## src/hdl/xdet_pkg.sv

```systemverilog
package xdet_pkg;

	typedef logic [7:0] byte_t;

	localparam byte_t CH_NUL   = 8'h00;
	localparam byte_t CH_NL    = 8'h0A;
	localparam byte_t CH_LT    = 8'h3C;
	localparam byte_t CH_GT    = 8'h3E;
	localparam byte_t CH_SLASH = 8'h2F;

	localparam int CD_BEGIN_LEN = 9;
	localparam int CD_END_LEN   = 3;
	localparam int CM_BEGIN_LEN = 4;
	localparam int CM_END_LEN   = 3;

	// "<![CDATA[" and "]]>"
	localparam byte_t CD_BEGIN [CD_BEGIN_LEN] = '{
		8'h3C, 8'h21, 8'h5B, 8'h43, 8'h44, 8'h41, 8'h54, 8'h41, 8'h5B
	};
	localparam byte_t CD_END [CD_END_LEN] = '{8'h5D, 8'h5D, 8'h3E};
	// "<!--" and "-->"
	localparam byte_t CM_BEGIN [CM_BEGIN_LEN] = '{8'h3C, 8'h21, 8'h2D, 8'h2D};
	localparam byte_t CM_END [CM_END_LEN] = '{8'h2D, 8'h2D, 8'h3E};

	typedef struct packed {
		logic       first_pending;
		logic       xml_mode;
		logic [3:0] cd_pos;
		logic [1:0] cm_pos;
		logic       in_cdata;
		logic       in_comment;
		logic       inside_tag;
		logic       tag_first;
		logic       closing_tag;
		logic       special_tag;
		byte_t      prev_byte;
		logic       done;
		logic       saturated;
	} scan_state_t;

	localparam scan_state_t SCAN_RESET = '{
		first_pending: 1'b1,
		xml_mode:      1'b0,
		cd_pos:        4'd0,
		cm_pos:        2'd0,
		in_cdata:      1'b0,
		in_comment:    1'b0,
		inside_tag:    1'b0,
		tag_first:     1'b0,
		closing_tag:   1'b0,
		special_tag:   1'b0,
		prev_byte:     8'h00,
		done:          1'b0,
		saturated:     1'b0
	};

endpackage

```

## src/hdl/xdet_step.sv

```systemverilog
module xdet_step #(
	parameter int COUNT_BITS = 16
) (
	input  xdet_pkg::scan_state_t   st,
	input  logic [COUNT_BITS-1:0]   cnt,
	input  xdet_pkg::byte_t         data_byte,
	output xdet_pkg::scan_state_t   nxt,
	output logic [COUNT_BITS-1:0]   nxt_cnt
);

	logic       cd_hit;
	logic       cm_hit;
	logic       cd_match;
	logic       cm_match;
	logic [3:0] cdp;
	logic [1:0] cmp;
	logic [1:0] endp;
	logic       is_letter;

	always_comb begin
		nxt      = st;
		nxt_cnt  = cnt;
		cd_hit   = 1'b0;
		cm_hit   = 1'b0;
		cd_match = 1'b0;
		cm_match = 1'b0;
		cdp      = (st.cd_pos < 4'(xdet_pkg::CD_BEGIN_LEN)) ? st.cd_pos : 4'd0;
		cmp      = st.cm_pos;
		endp     = 2'd0;
		is_letter = (data_byte >= 8'h41 && data_byte <= 8'h5A) ||
			(data_byte >= 8'h61 && data_byte <= 8'h7A);

		if (!st.done) begin
			nxt.first_pending = 1'b0;
			if (st.first_pending) begin
				nxt.xml_mode = (data_byte == xdet_pkg::CH_LT);
			end

			if (data_byte != xdet_pkg::CH_NUL) begin
				if (st.in_cdata) begin
					endp = (st.cd_pos < 4'(xdet_pkg::CD_END_LEN)) ? st.cd_pos[1:0] : 2'd0;
					if (data_byte == xdet_pkg::CD_END[endp]) begin
						if (endp == 2'(xdet_pkg::CD_END_LEN - 1)) begin
							nxt.cd_pos   = 4'd0;
							nxt.in_cdata = 1'b0;
						end else begin
							nxt.cd_pos = 4'(endp) + 4'd1;
						end
					end else begin
						nxt.cd_pos = 4'd0;
					end
				end else if (st.in_comment) begin
					endp = (st.cm_pos < 2'(xdet_pkg::CM_END_LEN)) ? st.cm_pos : 2'd0;
					if (data_byte == xdet_pkg::CM_END[endp]) begin
						if (endp == 2'(xdet_pkg::CM_END_LEN - 1)) begin
							nxt.cm_pos     = 2'd0;
							nxt.in_comment = 1'b0;
						end else begin
							nxt.cm_pos = endp + 2'd1;
						end
					end else begin
						nxt.cm_pos = 2'd0;
					end
				end else begin
					cd_match = (data_byte == xdet_pkg::CD_BEGIN[cdp]);
					cm_match = (data_byte == xdet_pkg::CM_BEGIN[cmp]);
					cd_hit   = cd_match && (cdp == 4'(xdet_pkg::CD_BEGIN_LEN - 1));
					cm_hit   = cm_match && (cmp == 2'(xdet_pkg::CM_BEGIN_LEN - 1));

					if (cd_hit) begin
						nxt.cd_pos   = 4'd0;
						nxt.in_cdata = 1'b1;
					end else if (cd_match) begin
						nxt.cd_pos = cdp + 4'd1;
					end else begin
						nxt.cd_pos = (data_byte == xdet_pkg::CH_LT) ? 4'd1 : 4'd0;
					end

					if (cm_hit) begin
						nxt.cm_pos     = 2'd0;
						nxt.in_comment = 1'b1;
					end else if (cm_match) begin
						nxt.cm_pos = cmp + 2'd1;
					end else begin
						nxt.cm_pos = (data_byte == xdet_pkg::CH_LT) ? 2'd1 : 2'd0;
					end

					if (st.inside_tag) begin
						if (cd_hit || cm_hit) begin
							nxt.inside_tag  = 1'b0;
							nxt.tag_first   = 1'b0;
							nxt.closing_tag = 1'b0;
							nxt.special_tag = 1'b0;
						end else if (st.tag_first) begin
							if (data_byte == xdet_pkg::CH_SLASH) begin
								nxt.closing_tag = 1'b1;
							end else if (!is_letter) begin
								nxt.special_tag = 1'b1;
							end
							nxt.tag_first = 1'b0;
						end else if (data_byte == xdet_pkg::CH_GT) begin
							nxt.inside_tag  = 1'b0;
							nxt.special_tag = 1'b0;
							if (st.closing_tag) begin
								nxt.closing_tag = 1'b0;
								if (cnt != '0) begin
									nxt_cnt = cnt - COUNT_BITS'(1);
									if (cnt == COUNT_BITS'(1)) begin
										nxt.done = 1'b1;
									end
								end
							end else if (!st.special_tag) begin
								if (st.prev_byte != xdet_pkg::CH_SLASH) begin
									if (cnt != '1) begin
										nxt_cnt = cnt + COUNT_BITS'(1);
									end else begin
										nxt.saturated = 1'b1;
									end
								end else if (cnt == '0) begin
									nxt.done = 1'b1;
								end
							end
						end
					end else begin
						if (!nxt.xml_mode && data_byte == xdet_pkg::CH_NL) begin
							nxt.done = 1'b1;
						end else if (cd_hit || cm_hit) begin
							nxt.inside_tag  = 1'b0;
							nxt.tag_first   = 1'b0;
							nxt.closing_tag = 1'b0;
							nxt.special_tag = 1'b0;
						end else if (data_byte == xdet_pkg::CH_LT) begin
							nxt.inside_tag = 1'b1;
							nxt.tag_first  = 1'b1;
						end
					end
				end
			end

			if (!nxt.done) begin
				nxt.prev_byte = data_byte;
			end
		end
	end

endmodule

```

## src/hdl/xml_document_end_detector.sv

```systemverilog
// channel | handshake          | payload
// input   | in_valid, in_ready | data_byte
// output  | out_valid,out_ready| doc_complete, nesting_depth, depth_overflow
//
// One byte per cycle sustained while out_ready stays high; a stalled output can delay the result.
// Byte is registered, scan state updates as it moves into the result register.
// arst_n clears all control state and the scan state; no clearing pass.
// A stalled output holds the byte stage; input stalls only when both are full.
module xml_document_end_detector #(
	parameter int COUNT_BITS = 16
) (
	input  logic        clk,
	input  logic        arst_n,
	input  logic        in_valid,
	output logic        in_ready,
	input  logic [7:0]  data_byte,
	output logic        out_valid,
	input  logic        out_ready,
	output logic        doc_complete,
	output logic [15:0] nesting_depth,
	output logic        depth_overflow
);

	localparam int DEPTH_W = (COUNT_BITS < 16) ? COUNT_BITS : 16;

	logic                  valid_s1;
	xdet_pkg::byte_t       byte_s1;
	logic                  advance;
	xdet_pkg::scan_state_t st_q;
	xdet_pkg::scan_state_t st_nxt;
	logic [COUNT_BITS-1:0] cnt_q;
	logic [COUNT_BITS-1:0] cnt_nxt;
	logic                  done_q;
	logic [15:0]           depth_q;
	logic                  ovf_q;

	assign advance  = valid_s1 && (!out_valid || out_ready);
	assign in_ready = !valid_s1 || advance;

	always_ff @(posedge clk or negedge arst_n) begin
		if (!arst_n) begin
			valid_s1 <= 1'b0;
		end else if (in_ready) begin
			valid_s1 <= in_valid;
		end
	end

	always_ff @(posedge clk) begin
		if (in_ready && in_valid) begin
			byte_s1 <= data_byte;
		end
	end

	xdet_step #(
		.COUNT_BITS(COUNT_BITS)
	) u_step (
		.st        (st_q),
		.cnt       (cnt_q),
		.data_byte (byte_s1),
		.nxt       (st_nxt),
		.nxt_cnt   (cnt_nxt)
	);

	always_ff @(posedge clk or negedge arst_n) begin
		if (!arst_n) begin
			st_q      <= xdet_pkg::SCAN_RESET;
			cnt_q     <= '0;
			out_valid <= 1'b0;
		end else begin
			if (advance) begin
				st_q  <= st_nxt;
				cnt_q <= cnt_nxt;
			end
			if (advance) begin
				out_valid <= 1'b1;
			end else if (out_ready) begin
				out_valid <= 1'b0;
			end
		end
	end

	always_ff @(posedge clk) begin
		if (advance) begin
			done_q  <= st_nxt.done;
			depth_q <= 16'(cnt_nxt[DEPTH_W-1:0]);
			ovf_q   <= st_nxt.saturated;
		end
	end

	assign doc_complete   = done_q;
	assign nesting_depth  = depth_q;
	assign depth_overflow = ovf_q;

`ifndef SYNTH
	a_done_sticky: assert property (@(posedge clk) disable iff (!arst_n)
		st_q.done |=> st_q.done)
		else $error("completion flag dropped");

	a_frozen_after_done: assert property (@(posedge clk) disable iff (!arst_n)
		st_q.done |=> $stable(cnt_q) && $stable(st_q.saturated))
		else $error("state moved after completion");

	a_one_section: assert property (@(posedge clk) disable iff (!arst_n)
		!(st_q.in_cdata && st_q.in_comment))
		else $error("cdata and comment open together");

	a_cd_pos_range: assert property (@(posedge clk) disable iff (!arst_n)
		st_q.cd_pos < 4'(xdet_pkg::CD_BEGIN_LEN))
		else $error("cdata matcher out of range");
`endif

endmodule
```

## config.mk

```make
export PLATFORM = sky130hd
export DESIGN_NAME = xml_document_end_detector
export DESIGN_NICKNAME = d
export VERILOG_FILES = /design/src/hdl/xdet_pkg.sv /design/src/hdl/xdet_step.sv /design/src/hdl/xml_document_end_detector.sv
export SDC_FILE = /design/constraint.sdc
export NUM_CORES = 1
export LEC_CHECK = 0
export BUFFER_PORTS_ARGS = -buffer_cell sky130_fd_sc_hd__buf_2
export CAP_MARGIN = 40
export CORE_UTILIZATION = 50
export DETAILED_ROUTE_END_ITERATION = 6
export PLACE_DENSITY = 0.8
export SLEW_MARGIN = 20
export SYNTH_ARGS = -nofsm -noshare
export SYNTH_HDL_FRONTEND = slang
export SYNTH_SLANG_ARGS = --single-unit
```

## constraint.sdc

```tcl
create_clock -name clk -period 5.5 [get_ports clk]
set_input_delay 0.825 -clock clk [delete_from_list [all_inputs] [get_ports clk]]
set_output_delay 0.825 -clock clk [all_outputs]
set_load 0.02 [all_outputs]
```

==> results_tabular.tex <==
\begin{tabular}{lr}
\hline
Metric & Value \\
\hline
\multicolumn{2}{l}{\textbf{Timing}} \\
\quad Headroom to the max-slew limit & a little over two fifths \\
\quad Crit share post-route & between 50\% and 60\% \\
\quad Number of hold violations in the final report & 0 \\
\quad RSZ-0062 raised after global routing & false \\
\quad Final setup fails & 0 \\
\quad Worst Tran Pin Value & 842 ps \\
\quad Final Max Slew Viols & 0 \\
\quad Min Tclk post-route & approximately 2800 ps \\
\quad Setup TNS after final layout & 0 ps \\
\quad Maximum clock skew at final layout & 8.23 ps \\
\quad Worst hold slack after final layout & approximately 400 ps \\
\quad Maximum operating frequency & 0.363 GHz \\
\multicolumn{2}{l}{\textbf{Clock tree}} \\
\quad Post-CTS setup buffer count & 0 \\
\quad Clock sinks & $\sim$70 \\
\quad Root buf cell & clkbuf\_8 \\
\quad Hold buffer count at cts & 0 \\
\quad TritonCTS buffer count & 9 \\
\quad Clock edge transition at the registers on the reported setup and hold paths & 80 ps \\
\quad Max H-tree Level & 3 \\
\quad CTS tree & built \\
\quad Skew-Pair Late Insertion Delay & 350 ps \\
\quad PostCTS Resize Cnt & 0 \\
\quad Clk buf depth & 2 \\
\multicolumn{2}{l}{\textbf{Critical path}} \\
\quad R2R setup slack & 2740 ps \\
\quad Beginning of the worst register-to-register path & st\_q[21] \\
\quad Worst R2R Path Depth & 9 \\
\quad Crit start category & register \\
\quad Crit path DAT & 2980 ps \\
\quad Critical register-to-register path endpoint & st\_q[10] \\
\quad Crit path required time & 5720 ps \\
\quad Endpoint class of the critical path & register \\
\quad Peak fanout along the critical path & 12 \\
\quad Crit path kind & reg -> reg \\
\quad Last element of the critical path & st\_q[10] \\
\quad Launch point of the critical path & st\_q[21] \\
\multicolumn{2}{l}{\textbf{Synthesis}} \\
\quad Number of distinct standard cells referenced by the synthesized netlist & 59 \\
\quad Average cell area after synthesis & 9.64 sq um \\
\quad Post-synthesis instance area & 4140 sq um \\
\quad Share of flip-flops with an asynchronous set or reset & 61.8\% \\
\quad Number of instances in the synthesized netlist & 429 \\
\quad Dominant synthesized flop cell & dfrtp\_1 \\
\quad Synthesis-stage register bit count & between 60 and 70 \\
\quad Share of Yosys cell area claimed by the top area cell type & 24.8\% \\
\quad Yosys warnings & 0 \\
\quad Synth area leader & dfrtp\_1 \\
\quad Total nets after synthesis & about 450 \\
\quad Number of enable-type register cells in the synthesized netlist & 26 \\
\quad Post-synthesis sequential area ratio & 44.3\% \\
\quad Largest cells by area after synthesis & dfrtp\_1 25\%, edfxtp\_1 19\%, ha\_1 3.6\% \\
\multicolumn{2}{l}{\textbf{Route}} \\
\quad Vias/cell & about 6.2 \\
\quad Detailed-route wire length & around 9600 um \\
\quad Routed via count & 3472 \\
\quad Number of iterations in the first detailed-routing pass & 6 \\
\quad DRT antenna net count & 0 \\
\quad Residual DRC & 0 \\
\quad Starting DRT DRC Count & 340 \\
\quad Wire length per cell after detailed routing & 17.2 um \\
\multicolumn{2}{l}{\textbf{GRT}} \\
\quad Global router's overall resource usage & 23.8\% \\
\quad Via count of the first global-routing pass & 3311 \\
\quad First-pass GRT wire length & 16000 um \\
\quad Maximum number of pins on one net before global-route repair & 29 \\
\quad Grt total ovfl & 0 \\
\quad Number of antenna violations at the first check in global routing & 0 \\
\multicolumn{2}{l}{\textbf{Floorplan}} \\
\quad Die ar. & 8640 sq um \\
\quad Width of the die & 93.0 um \\
\quad Initial standard-cell utilization of the core & between 50\% and 60\% \\
\quad Die height & about 93 um \\
\quad \# IOs & 32 \\
\quad FP Rows & 32 \\
\quad Area of the core & 7850 sq um \\
\multicolumn{2}{l}{\textbf{Layout}} \\
\quad Layout overhead on the synthesized area & 10.0\% \\
\quad Share of layout cells above drive strength 1 & 14.7\% \\
\quad Number of nets in the finished design & 476 \\
\quad Cell area after layout & 4550 sq um \\
\quad Footprint of the flip-flops and latches & 1830 sq um \\
\quad Total inserted antenna cells & 0 \\
\quad Area of the multi-input gates & about 2200 sq um \\
\quad Filler cell count & 687 \\
\quad Non-filler instance count after layout & 559 \\
\multicolumn{2}{l}{\textbf{Power and ir drop}} \\
\quad P\_int & about 800 uW \\
\quad Proportion of power drawn by combinational gates & 7.2\% \\
\quad Total power density per cell area & 228 nW/um\^{}2 \\
\quad Part of the power in registers & between 50\% and 60\% \\
\quad Maximum VDD drop & between 0.00015 and 0.0002 V \\
\quad Leakage power total & 0.00183 uW \\
\quad Sw power & 250 uW \\
\quad Net Sw Frac & approximately a quarter \\
\quad Clock network fraction of design power & 38.1\% \\
\multicolumn{2}{l}{\textbf{Placement}} \\
\quad Number of instances in the placed design & approximately 540 \\
\quad Post-placement cell area & 4350 sq um \\
\quad Port-buffer cells & 31 \\
\quad Half-perimeter wire length after detailed placement & 6820 um \\
\quad Routability congestion estimate from global placement & 0.951 \\
\multicolumn{2}{l}{\textbf{Run status}} \\
\quad Outcome & finished clean \\
\multicolumn{2}{l}{\textbf{Run}} \\
\quad Number of max-capacitance violations reported & 0 \\
\multicolumn{2}{l}{\textbf{Min path}} \\
\quad Class of the tightest hold or removal check & in -> async \\
\hline
\end{tabular}
[cells by family (layout without fill, tap and decap cells)]
| group | count (synthesis) | after routing | synth area share (%) |
|---|---|---|---|
| AND/OR/NAND/NOR | 176 | 176 | 22.7 |
| AO/OA/AOI/OAI | 94 | 94 | 16.2 |
| flip-flops | 68 | 68 | 44.3 |
| buffers and inverters | 38 | 66 | 3.60 |
| XOR/XNOR | 23 | 23 | 4.87 |
| multiplexers | 18 | 18 | 4.66 |
| adder cells (fa/ha/maj) | 12 | 12 | 3.63 |
[through the flow]
stage	power [uW]	utilization (%)	setup WS [ps]
after floorplan	621	-	2990
after global placement	647	55.2	2630
after detailed placement	653	55.5	2550
after CTS	1040	57.8	2780
after global routing	1070	58.0	2540
final	1040	58.0	2740
[registers in the layout, summed over array words and instances, names as in the netlist]
register and flops:
byte_s1 8, out_valid 1, cnt_q 16, depth_overflow 1
st_q 24, doc_complete 1, valid_s1 1, nesting_depth 16
[worst min path at each step]
stage	cells past startpoint	endpoint	slack, ps
5_1_grt	1	cnt_q[3]	420
3_3_place_gp	1	st_q[0]	450
2_1_floorplan	1	st_q[0]	440
3_5_place_dp	1	st_q[0]	460
6_report	1	cnt_q[3]	400
4_1_cts	1	cnt_q[3]	410
[critical path, stage by stage (launching register included)]
cell,delay [ps]
dfrtp_1,500
nor2b_1,290
inv_1,110
ha_1,240
a211o_1,280
or4_1,390
a32oi_1,250
nand4_1,240
a31oi_1,280
a21oi_1,60
[final cells by class]
cell class	count	share of cell area [%]
inverter	15	1.24
clock buffer	11	2.89
multi-input combinational	323	47.3
tap	102	2.80
clock inverter	5	1.15
timing repair buffer	35	4.29
sequential	68	40.3
[placed cells by master (no fill, tap or decap), drive strengths merged, types with 4 or more instances in the layout]
cell,Yosys,final
dfrtp,41,41
a21o,4,4
xnor2,12,12
o31ai,4,4
nand2b,10,10
nor3,10,10
ha,12,12
or3,5,5
and4,5,5
o21ai,15,15
edfxtp,26,26
inv,15,15
nor2b,8,8
and2,4,4
o22ai,5,5
clkbuf,18,12
a31oi,10,10
o211ai,4,4
nor4,6,6
xor2,11,11
nand4b,4,4
nor2,38,38
a21oi,15,15
mux2i,8,8
mux2,10,10
nand2,33,33
and3,7,7
nor3b,5,5
buf,5,34
nand4,8,8
a221oi,4,4
a211o,4,4
nand3,21,21
[per-layer routing]
| metal | track usage (%) | routed length [um] | up-vias | part of all wire, % |
|---|---|---|---|---|
| met5 | 0 | 0 | - | 0 |
| met4 | 10.4 | 180 | 0 | 1.9 |
| met3 | 4.52 | 505 | 25 | 5.3 |
| met2 | 37.0 | 4480 | 142 | 47 |
| met1 | 32.3 | 4440 | 1665 | 46 |
| li1 | - | - | 1640 | - |
[power groups by stage]
stage / Combinational (uW) / Sequential [uW] / Clock, uW
after detailed placement: 75.7 / 577 / 0
after CTS: 76.0 / 567 / 401
after floorplan: 42.4 / 578 / 0
after global placement: 71.9 / 575 / 0
final: 75.3 / 567 / 396
after global routing: 82.4 / 569 / 418
[cells in the mapped netlist, types with 5 or more instances]
cell type and count:
clkbuf_1 18, buf_2 5, nor2_1 38, nor4_1 6, nand2b_1 10, ha_1 12, mux2i_1 8, and4_1 5
nor3b_1 5, xor2_1 11, nand2_1 33, mux2_2 10, nor2b_1 8, and3_1 7, a21oi_1 15, inv_1 15
nor3_1 9, edfxtp_1 26, a31oi_1 10, xnor2_1 12, or3_1 5, o22ai_1 5, o21ai_0 14, dfrtp_1 41
nand3_1 21, nand4_1 8
(Power assumes the default switching activity.)
